**src/design/b64d_pkg.sv**
```systemverilog
// Shared types and constants for the base64url stream decoder.
// Used by the front, queue and back modules; depends on nothing else.
`default_nettype none

package b64d_pkg;

    localparam int QUEUE_DEPTH = 2;
    localparam int QUEUE_AW    = $clog2(QUEUE_DEPTH);
    localparam int QUEUE_CW    = $clog2(QUEUE_DEPTH + 1);

    localparam logic [5:0] SECOND_UNUSED_MASK = 6'h0F;
    localparam logic [5:0] THIRD_UNUSED_MASK  = 6'h03;

    localparam logic [1:0] POS_FIRST  = 2'd0;
    localparam logic [1:0] POS_SECOND = 2'd1;
    localparam logic [1:0] POS_THIRD  = 2'd2;
    localparam logic [1:0] POS_FOURTH = 2'd3;

    // One classified symbol as it travels from the front to the back.
    typedef struct packed {
        logic [5:0] value;
        logic       invalid;
        logic       last;
    } sym_t;

    // Handshake between a producer and a consumer of sym_t entries.
    typedef struct packed {
        logic valid;
        sym_t entry;
    } sym_flow_t;

endpackage

`default_nettype wire

```
**src/design/b64d_front.sv**
```systemverilog
// Front end of the decoder: accepts characters and maps them to 6-bit values.
// Depends on b64d_pkg; feeds b64d_queue.
`default_nettype none

module b64d_front (
    input  wire logic                 s_tvalid,
    output logic                      s_tready,
    input  wire logic [7:0]           s_tdata,   // [7:0] symbol
    input  wire logic                 s_tlast,   // last
    input  wire logic                 push_ready,
    output b64d_pkg::sym_flow_t       push
);

    logic [7:0] sym_off;
    logic [5:0] value;
    logic       invalid;

    always_comb
    begin
        value   = 6'd0;
        invalid = 1'b0;
        sym_off = 8'd0;
        if (s_tdata >= 8'h41 && s_tdata <= 8'h5A)
        begin
            sym_off = s_tdata - 8'h41;
            value   = sym_off[5:0];
        end
        else if (s_tdata >= 8'h61 && s_tdata <= 8'h7A)
        begin
            sym_off = s_tdata - 8'h61 + 8'd26;
            value   = sym_off[5:0];
        end
        else if (s_tdata >= 8'h30 && s_tdata <= 8'h39)
        begin
            sym_off = s_tdata - 8'h30 + 8'd52;
            value   = sym_off[5:0];
        end
        else if (s_tdata == 8'h2D)
        begin
            value = 6'd62;
        end
        else if (s_tdata == 8'h5F)
        begin
            value = 6'd63;
        end
        else
        begin
            // An invalid character counts as value zero for its group.
            invalid = 1'b1;
        end
    end

    assign s_tready            = push_ready;
    assign push.valid          = s_tvalid;
    assign push.entry.value    = value;
    assign push.entry.invalid  = invalid;
    assign push.entry.last     = s_tlast;

endmodule

`default_nettype wire

```
**src/design/b64d_queue.sv**
```systemverilog
// Short queue of classified symbols between the front and the back.
// Depends on b64d_pkg for the entry type and depth.
`default_nettype none

module b64d_queue (
    input  wire logic                 clk,
    input  wire logic                 rst_n,
    input  wire b64d_pkg::sym_flow_t  push,
    output logic                      push_ready,
    output b64d_pkg::sym_flow_t       pop,
    input  wire logic                 pop_ready
);

    b64d_pkg::sym_t                    mem [b64d_pkg::QUEUE_DEPTH];
    logic [b64d_pkg::QUEUE_AW-1:0]     wr_ptr_reg, wr_ptr_next;
    logic [b64d_pkg::QUEUE_AW-1:0]     rd_ptr_reg, rd_ptr_next;
    logic [b64d_pkg::QUEUE_CW-1:0]     count_reg, count_next;
    logic                              do_push, do_pop;

    assign push_ready = (count_reg != b64d_pkg::QUEUE_CW'(b64d_pkg::QUEUE_DEPTH));
    assign do_push    = push.valid && push_ready;
    assign pop.valid  = (count_reg != '0);
    assign pop.entry  = mem[rd_ptr_reg];
    assign do_pop     = pop.valid && pop_ready;

    always_comb
    begin
        wr_ptr_next = wr_ptr_reg;
        rd_ptr_next = rd_ptr_reg;
        count_next  = count_reg;
        if (do_push)
        begin
            if (wr_ptr_reg == b64d_pkg::QUEUE_AW'(b64d_pkg::QUEUE_DEPTH - 1))
                wr_ptr_next = '0;
            else
                wr_ptr_next = wr_ptr_reg + 1'b1;
        end
        if (do_pop)
        begin
            if (rd_ptr_reg == b64d_pkg::QUEUE_AW'(b64d_pkg::QUEUE_DEPTH - 1))
                rd_ptr_next = '0;
            else
                rd_ptr_next = rd_ptr_reg + 1'b1;
        end
        if (do_push && !do_pop)
            count_next = count_reg + 1'b1;
        else if (!do_push && do_pop)
            count_next = count_reg - 1'b1;
    end

    always_ff @(posedge clk or negedge rst_n)
    begin
        if (!rst_n)
        begin
            wr_ptr_reg <= '0;
            rd_ptr_reg <= '0;
            count_reg  <= '0;
        end
        else
        begin
            wr_ptr_reg <= wr_ptr_next;
            rd_ptr_reg <= rd_ptr_next;
            count_reg  <= count_next;
        end
    end

    always_ff @(posedge clk)
    begin
        if (do_push)
            mem[wr_ptr_reg] <= push.entry;
    end

endmodule

`default_nettype wire

```
**src/design/b64d_back.sv**
```systemverilog
// Back end of the decoder: group tracking, byte assembly, end-of-message check
// and the output register. Depends on b64d_pkg; fed by b64d_queue.
`default_nettype none

module b64d_back (
    input  wire logic                 clk,
    input  wire logic                 rst_n,
    input  wire b64d_pkg::sym_flow_t  pop,
    output logic                      pop_ready,
    output logic                      m_tvalid,
    input  wire logic                 m_tready,
    output logic [7:0]                m_tdata,   // [7:0] data_byte
    output logic [1:0]                m_tuser,   // [0] byte_valid, [1] error
    output logic                      m_tlast    // end_of_message
);

    logic [1:0] pos_reg, pos_next;
    logic [5:0] held_reg, held_next;
    logic       err_seen_reg, err_seen_next;
    logic       m_tvalid_reg, m_tvalid_next;
    logic [7:0] m_tdata_reg, m_tdata_next;
    logic [1:0] m_tuser_reg, m_tuser_next;
    logic       m_tlast_reg, m_tlast_next;

    logic       do_pop;
    logic [5:0] v;
    logic       err_now;
    logic       err;
    logic       produced;
    logic [7:0] byte_val;

    // A queued symbol is taken whenever the output slot is free or draining.
    assign pop_ready = !m_tvalid_reg || m_tready;
    assign do_pop    = pop.valid && pop_ready;

    always_comb
    begin
        v       = pop.entry.invalid ? 6'd0 : pop.entry.value;
        err_now = err_seen_reg || pop.entry.invalid;

        byte_val = 8'd0;
        case (pos_reg)
            b64d_pkg::POS_SECOND: byte_val = {held_reg, v[5:4]};
            b64d_pkg::POS_THIRD:  byte_val = {held_reg[3:0], v[5:2]};
            b64d_pkg::POS_FOURTH: byte_val = {held_reg[1:0], v};
            default:              byte_val = 8'd0;
        endcase

        err = err_now;
        if (pop.entry.last)
        begin
            if (pos_reg == b64d_pkg::POS_FIRST)
                err = 1'b1;
            if (pos_reg == b64d_pkg::POS_SECOND &&
                (v & b64d_pkg::SECOND_UNUSED_MASK) != 6'd0)
                err = 1'b1;
            if (pos_reg == b64d_pkg::POS_THIRD &&
                (v & b64d_pkg::THIRD_UNUSED_MASK) != 6'd0)
                err = 1'b1;
        end
        produced = (pos_reg != b64d_pkg::POS_FIRST) && !err;

        pos_next      = pos_reg;
        held_next     = held_reg;
        err_seen_next = err_seen_reg;
        m_tvalid_next = m_tvalid_reg && !m_tready;
        m_tdata_next  = m_tdata_reg;
        m_tuser_next  = m_tuser_reg;
        m_tlast_next  = m_tlast_reg;

        if (do_pop)
        begin
            if (pop.entry.last)
            begin
                pos_next      = b64d_pkg::POS_FIRST;
                held_next     = 6'd0;
                err_seen_next = 1'b0;
            end
            else
            begin
                pos_next      = pos_reg + 2'd1;
                held_next     = v;
                err_seen_next = err_now;
            end
            if (produced || pop.entry.last)
            begin
                m_tvalid_next = 1'b1;
                m_tdata_next  = produced ? byte_val : 8'd0;
                m_tuser_next  = {pop.entry.last && err, produced};
                m_tlast_next  = pop.entry.last;
            end
        end
    end

    always_ff @(posedge clk or negedge rst_n)
    begin
        if (!rst_n)
        begin
            pos_reg      <= b64d_pkg::POS_FIRST;
            held_reg     <= 6'd0;
            err_seen_reg <= 1'b0;
            m_tvalid_reg <= 1'b0;
        end
        else
        begin
            pos_reg      <= pos_next;
            held_reg     <= held_next;
            err_seen_reg <= err_seen_next;
            m_tvalid_reg <= m_tvalid_next;
        end
    end

    always_ff @(posedge clk)
    begin
        m_tdata_reg <= m_tdata_next;
        m_tuser_reg <= m_tuser_next;
        m_tlast_reg <= m_tlast_next;
    end

    assign m_tvalid = m_tvalid_reg;
    assign m_tdata  = m_tdata_reg;
    assign m_tuser  = m_tuser_reg;
    assign m_tlast  = m_tlast_reg;

endmodule

`default_nettype wire

```
**src/design/base64url_stream_decoder_unit.sv**
```systemverilog
// Unpadded base64url stream decoder: one character per input transaction.
// Path from input transaction to result: the two-entry symbol queue, then the
// output register. Throughput: one character per cycle while the output is not
// stalled, set by the group update in the back end.
// Reset: asynchronous, active low; clears group state, queue and output valid.
// Depends on b64d_pkg, b64d_front, b64d_queue and b64d_back.
`default_nettype none

module base64url_stream_decoder_unit (
    input  wire logic        clk,
    input  wire logic        rst_n,
    input  wire logic        s_tvalid,
    output logic             s_tready,
    input  wire logic [7:0]  s_tdata,   // [7:0] symbol
    input  wire logic        s_tlast,   // last
    output logic             m_tvalid,
    input  wire logic        m_tready,
    output logic [7:0]       m_tdata,   // [7:0] data_byte
    output logic [1:0]       m_tuser,   // [0] byte_valid, [1] error
    output logic             m_tlast    // end_of_message
);

    b64d_pkg::sym_flow_t push;
    b64d_pkg::sym_flow_t pop;
    logic                push_ready;
    logic                pop_ready;

    b64d_front u_front (
        .s_tvalid   (s_tvalid),
        .s_tready   (s_tready),
        .s_tdata    (s_tdata),
        .s_tlast    (s_tlast),
        .push_ready (push_ready),
        .push       (push)
    );

    b64d_queue u_queue (
        .clk        (clk),
        .rst_n      (rst_n),
        .push       (push),
        .push_ready (push_ready),
        .pop        (pop),
        .pop_ready  (pop_ready)
    );

    b64d_back u_back (
        .clk        (clk),
        .rst_n      (rst_n),
        .pop        (pop),
        .pop_ready  (pop_ready),
        .m_tvalid   (m_tvalid),
        .m_tready   (m_tready),
        .m_tdata    (m_tdata),
        .m_tuser    (m_tuser),
        .m_tlast    (m_tlast)
    );

endmodule

`default_nettype wire

```
**config.mk**
```make
export PLATFORM = sky130hd
export DESIGN_NAME = base64url_stream_decoder_unit
export DESIGN_NICKNAME = d
export VERILOG_FILES = /design/src/design/b64d_pkg.sv /design/src/design/b64d_front.sv /design/src/design/b64d_queue.sv /design/src/design/b64d_back.sv /design/src/design/base64url_stream_decoder_unit.sv
export SDC_FILE = /design/constraint.sdc
export NUM_CORES = 1
export LEC_CHECK = 0
export ABC_AREA = 1
export ABC_CLOCK_PERIOD_IN_PS = 2600
export CORE_ASPECT_RATIO = 0.9
export CORE_MARGIN = 5
export CORE_UTILIZATION = 63
export DETAILED_ROUTE_END_ITERATION = 8
export DONT_BUFFER_PORTS = 1
export PLACE_DENSITY = 0.79
export SYNTH_ARGS = -nofsm -noshare
export SYNTH_HDL_FRONTEND = slang
export SYNTH_SLANG_ARGS = --single-unit
```
**constraint.sdc**
```tcl
create_clock -name clk -period 2.6 [get_ports clk]
set_clock_uncertainty 0.15 [all_clocks]
set_input_delay 0.52 -clock clk [delete_from_list [all_inputs] [get_ports clk]]
set_output_delay 0.52 -clock clk [all_outputs]
set_load 0.05 [all_outputs]
```
After elaboration in Yosys (flattened, before gate mapping)
Memory sizes are Yosys's and may differ from the RTL's.
Index checks and enable logic that the tools add are counted.
Widths: inputs -> output; s select.

operators by class
  add/subtract/negate cells = 10
  $lt $le $gt $ge = 6
  muxes and demuxes = 27
  reductions and logical operators = 27
  equal/unequal tests = 6

operators by type and width
  kind                 count
  $mux 6               7
  $pmux 8 s3           1
  $ge 8x7->1 const B   2
  $le 8x7->1 const B   2
  $mux 1               16
  $logic_and 1x1->1    12
  $reduce_bool 6->1    2
  $sub 6x6->6 const B  2
  $eq 8x6->1 const B   1
  $eq 8x7->1 const B   1
  $ge 8x6->1 const B   1
  $le 8x6->1 const B   1
  $add 6x5->6 const B  1
  $add 6x6->6 const B  1
  $mux 2               3
  $reduce_bool 2->1    3
  $sub 6x1->6 const B  1
  $logic_not 1->1      5
  $add 2x1->2 const B  2
  $eq 2x2->1 const B   2
  $logic_or 1x1->1     3
  $add 1x1->1 const B  2
  $eq 2x1->1 const B   1
  $logic_not 2->1      1
  other kinds (3)      3

word-level totals
  bits of input ports = 13
  bits in writable memories = 16
  output and inout port bits = 13
  memories = 1
  register bits = 25

memories
  memory       depth  bits a word  read ports  clocked after memory_dff  wr ports  RTL line          RTL
  u_queue.mem  2      8            1           0                         1         b64d_queue.sv:14  b64d_pkg::sym_t mem [b64d_pkg::QUEUE_DEPTH];

Logic depth before layout (Yosys ltp)
An unclocked memory read counts as a cell.

  depth after elaboration = 12
  depth in mapped cells = 12
  mapped depth without buffers = 12

Modules after synthesis
Synthesis repeated with hierarchy kept, for this count alone.

unflattened totals
  cell total of the unflattened synthesis = 350
  area total of the unflattened synthesis = 2,737.6 µm²

by module, submodules not included
  module      cells an instance  instances  seq. area each (µm²)  area each (µm²)
  b64d_back   135                1          580.6                 1,154.9
  b64d_queue  70                 1          580.6                 827.0
  b64d_front  145                1          0.0                   755.7

Least setup slack after synthesis
OpenSTA, ideal clock, no wires.

  kind = register to register
  from = reg u_back.m_tvalid_reg, in the netlist u_back.m_tvalid
  to = reg u_back.m_tdata_reg[0], in the netlist u_back.m_tdata[0], enable pin
  setup slack = 0.403 ns
  arrival = 1.669 ns
  path buffers = 1
  setup time = 0.378 ns
  stages on the path, launching flop included = 7
  cells stage by stage = dfrtp_1 > inv_1 > nor2_1 > a21oi_2 > inv_1 > buf_2 > nor2_1

on the way
  word-level cells in the longest chain between the ends = 4

RTL lines
  what                        RTL line          RTL
  from (decl)                 b64d_back.sv:20   logic m_tvalid_reg, m_tvalid_next;
  from (signal assigned)      b64d_back.sv:109  m_tvalid_reg <= m_tvalid_next;
  $logic_not 1->1             b64d_back.sv:33   assign pop_ready = !m_tvalid_reg || m_tready;
  $logic_or 1x1->1            b64d_back.sv:33
  $logic_and 1x1->1           b64d_back.sv:34   assign do_pop = pop.valid && pop_ready;
  $reduce_and 2->1 (no line)  n/a
  to (signal assigned)        b64d_back.sv:115  m_tdata_reg <= m_tdata_next;
  to (decl)                   b64d_back.sv:21   logic [7:0] m_tdata_reg, m_tdata_next;

Every way passes these cells.
A chain may end at the register's enable or synchronous reset.

Worst setup path after layout
  from = reg u_back.m_tvalid_reg, in the netlist u_back.m_tvalid
  to = reg u_queue.count_reg[1] in the netlist's numbering

on the way
  word-level cells in the longest chain between the ends = 6

RTL lines
  what                                         RTL line          RTL
  $logic_not 1->1 (*)                          b64d_back.sv:33
  $logic_or 1x1->1 (*)                         b64d_back.sv:33
  $logic_and 1x1->1 (*)                        b64d_queue.sv:24  assign do_pop = pop.valid && pop_ready;
  $logic_not 1->1                              b64d_queue.sv:45  if (do_push && !do_pop)
  $logic_and 1x1->1                            b64d_queue.sv:45
  $mux 2 or $reduce_bool 2->1 (tied branches)  n/a
  to (signal assigned)                         b64d_queue.sv:63  count_reg <= count_next;
  to (decl)                                    b64d_queue.sv:17  logic [b64d_pkg::QUEUE_CW-1:0] count_reg, count_next;

Every way passes the cells marked *; elsewhere a longest branch is shown, timed or not.

==> flow_summary.json <==
{
  "status": "finished, final reports clean",
  "rr_worst_depth": 8,
  "rr_startpoint": "u_back.m_tvalid",
  "initial_utilization": 0.648,
  "synthesis.nets": 358,
  "cts_tree": "done",
  "drive_above_1_share": 0.137,
  "cp.required_ns": 2.62,
  "ios": 26,
  "nets": 363,
  "leakage_nw": 1.35,
  "vias": 2043,
  "synth-seq-cells": 41,
  "fillers": 348,
  "period_needed_ns": 2.01,
  "grt_pass1_wl_um": 8960,
  "numCtsBuffers": 5,
  "grt_max_degree": 15,
  "fin_crit_sh": 0.773,
  "slew_viol_final": 0,
  "syn_avg_cell_area_um2": 8.00,
  "cts_root_buffer": "clkbuf_8",
  "end_kind": "flip-flop",
  "ant_nets": 0,
  "die_h_um": 71.4,
  "clkTransAtPathRegs_ns": 0.08,
  "cts_resized": 0,
  "cts_max_path_buffers": 2,
  "dp_hpwl_um": 3920,
  "synth_cells": 330,
  "maxSlewHeadroom": 0.470,
  "diodes": 0,
  "final_common_cell": "nand2_1",
  "dieArea_um2": 5580,
  "yosysWarnings": 0,
  "via_per_inst": 5.32,
  "syn_to_final_growth_pct": 5.93,
  "core_um2": 4070,
  "final_cell_mix": "nand2_1 (119), inv_1 (34), nand3_1 (30), edfxtp_1 (27), nor2_1 (17)",
  "grt_pass1_vias": 1978,
  "cts_sinks": 41,
  "rsz0062_at_grt": "no",
  "clock.fmax_mhz": 498,
  "maxCapViolCount": 0,
  "numPortBuffers": 0,
  "ys_seq_area_frac": 0.440,
  "worstHoldPathType": "in2reg",
  "critPathLaunchType": "flip-flop",
  "critical_path_arrival_ns": 2.03,
  "h-tree-depth": 2,
  "wirelength_um": 5080,
  "min_from": "m_tready",
  "clock_latency_ns": 0.29,
  "die_w_um": 78.2,
  "drt_first_iter_violations": 144,
  "gr-total-overflow": 0,
  "fin_tns_setup_ns": 0,
  "grt_use_total": 0.201,
  "finalHoldViolCount": 0,
  "syn_area_um2": 2640,
  "setup_viol": 0,
  "whs_path_depth": 1,
  "place.gp.congestion": 0.936,
  "row_count": 22,
  "hold_end": "u_back.m_tvalid",
  "first_pass_iters": 4,
  "rr_endpoint": "u_queue.count_reg[1]",
  "drc": 0,
  "avgRoutedWirePerCell_um": 13.2,
  "worst_slew_pin_slew_ns": 0.792,
  "largest_register_ffs": 16,
  "r2r_slack_ns": 0.59,
  "grt_antenna_before_repair": 0,
  "power_density_nw_per_um2": 1080,
  "hold_slack_ns": 0.168,
  "critPathMaxFanout": 12,
  "synthDistinctLibCells": 30,
  "ir_drop_mv": 0.802,
  "criticalPathCategory": "reg2reg"
}
[synthesized netlist by cell type]
cell / n / area, um^2
nand2_1: 119 / 447
inv_1: 34 / 128
nand3_1: 30 / 150
edfxtp_1: 27 / 811
nor2_1: 17 / 63.8
ha_1: 15 / 188
dfrtp_1: 14 / 350
nand2_2: 10 / 62.6
nor2_2: 10 / 62.6
inv_2: 7 / 26.3
o21ai_0: 6 / 30.0
o21ai_1: 6 / 30.0
xor2_1: 6 / 52.6
a21oi_1: 3 / 15.0
clkbuf_1: 3 / 11.3
nand3b_1: 3 / 22.5
buf_6: 2 / 22.5
nand2_8: 2 / 40.0
nand3_2: 2 / 20.0
nor3_1: 2 / 10.0
nor3_2: 2 / 20.0
xnor2_1: 2 / 17.5
a21oi_2: 1 / 8.76
and2_1: 1 / 6.26
buf_2: 1 / 5.00
inv_6: 1 / 8.76
nand2_4: 1 / 11.3
nand4_1: 1 / 6.26
o22ai_1: 1 / 6.26
or2_1: 1 / 6.26
[worst max path at each step]
stage	depth (start not counted)	start	slack, ns	endpoint
after floorplan	6	u_back.m_tvalid	0.40	u_back.m_tdata[0]
after global placement	7	m_tready	0.60	u_queue.count_reg[1]
after detailed placement	7	m_tready	0.54	u_queue.count_reg[1]
after CTS	7	u_queue.rd_ptr_reg	0.60	u_back.m_tlast
after global routing	7	u_queue.rd_ptr_reg	0.40	u_back.m_tdata[2]
final	8	u_back.m_tvalid	0.59	u_queue.count_reg[1]
[power breakdown]
part,switching [mW],internal [mW]
Sequential,0.422,1.01
Clock,0.212,0.246
Combinational,0.786,0.338
Total,1.42,1.59
[worst max-delay path, stage by stage, from the launching register on]
cell and delay [ns]:
dfrtp_1 0.38, inv_1 0.07, nor2_1 0.05, a21oi_2 0.20
inv_1 0.26, ha_1 0.38, a21oi_1 0.13, o21ai_0 0.12
xor2_1 0.15
[metrics by stage]
step                 util  cell area, um^2  power [mW]  instances  setup slack [ns]
floorplan               -             2640        2.30        330             0.403
global placement    0.658             2680        2.52        375             0.597
detailed placement  0.658             2680        2.56        375             0.536
CTS                 0.686             2800        3.02        384             0.597
global route        0.686             2800        3.24        384             0.403
finish              0.686             2800        3.01        384             0.591
[metal layers]
layer / GRT usage / routed length, um / up-vias / share of wire
met5: 0 / 0 / - / 0
met4: 0.0408 / 43 / 0 / 0.0085
met3: 0.0528 / 387 / 5 / 0.076
met2: 0.314 / 2220 / 73 / 0.44
met1: 0.285 / 2440 / 912 / 0.48
li1: - / - / 1053 / -
[area by class of cell]
type	count	area, um^2	area share
Clock buffer	7	97.6	0.0349
Clock inverter	1	5.00	0.00179
Inverter	42	163	0.0582
Multi-Input combinational cell	241	1280	0.457
Sequential cell	41	1160	0.415
Tap cell	48	60.1	0.0215
Timing Repair Buffer	4	32.5	0.0116
[cell families after synthesis]
| family | count (synthesis) | synth area share |
|---|---|---|
| AOI/OAI and AO/OA | 17 | 0.0341 |
| xor gates and xnor gates | 8 | 0.0266 |
| adders and majority gates | 15 | 0.0711 |
| buffers and inverters | 48 | 0.0763 |
| DFF | 41 | 0.440 |
| and+or+nand+nor | 201 | 0.352 |
[timing repair]
item | 4_1_cts | 5_1_grt
setup buffers | 0 | 0
endpoints found under the hold margin | 14 | 0
hold buffers | 1 | 0
Power figures use the tool's default switching activity.
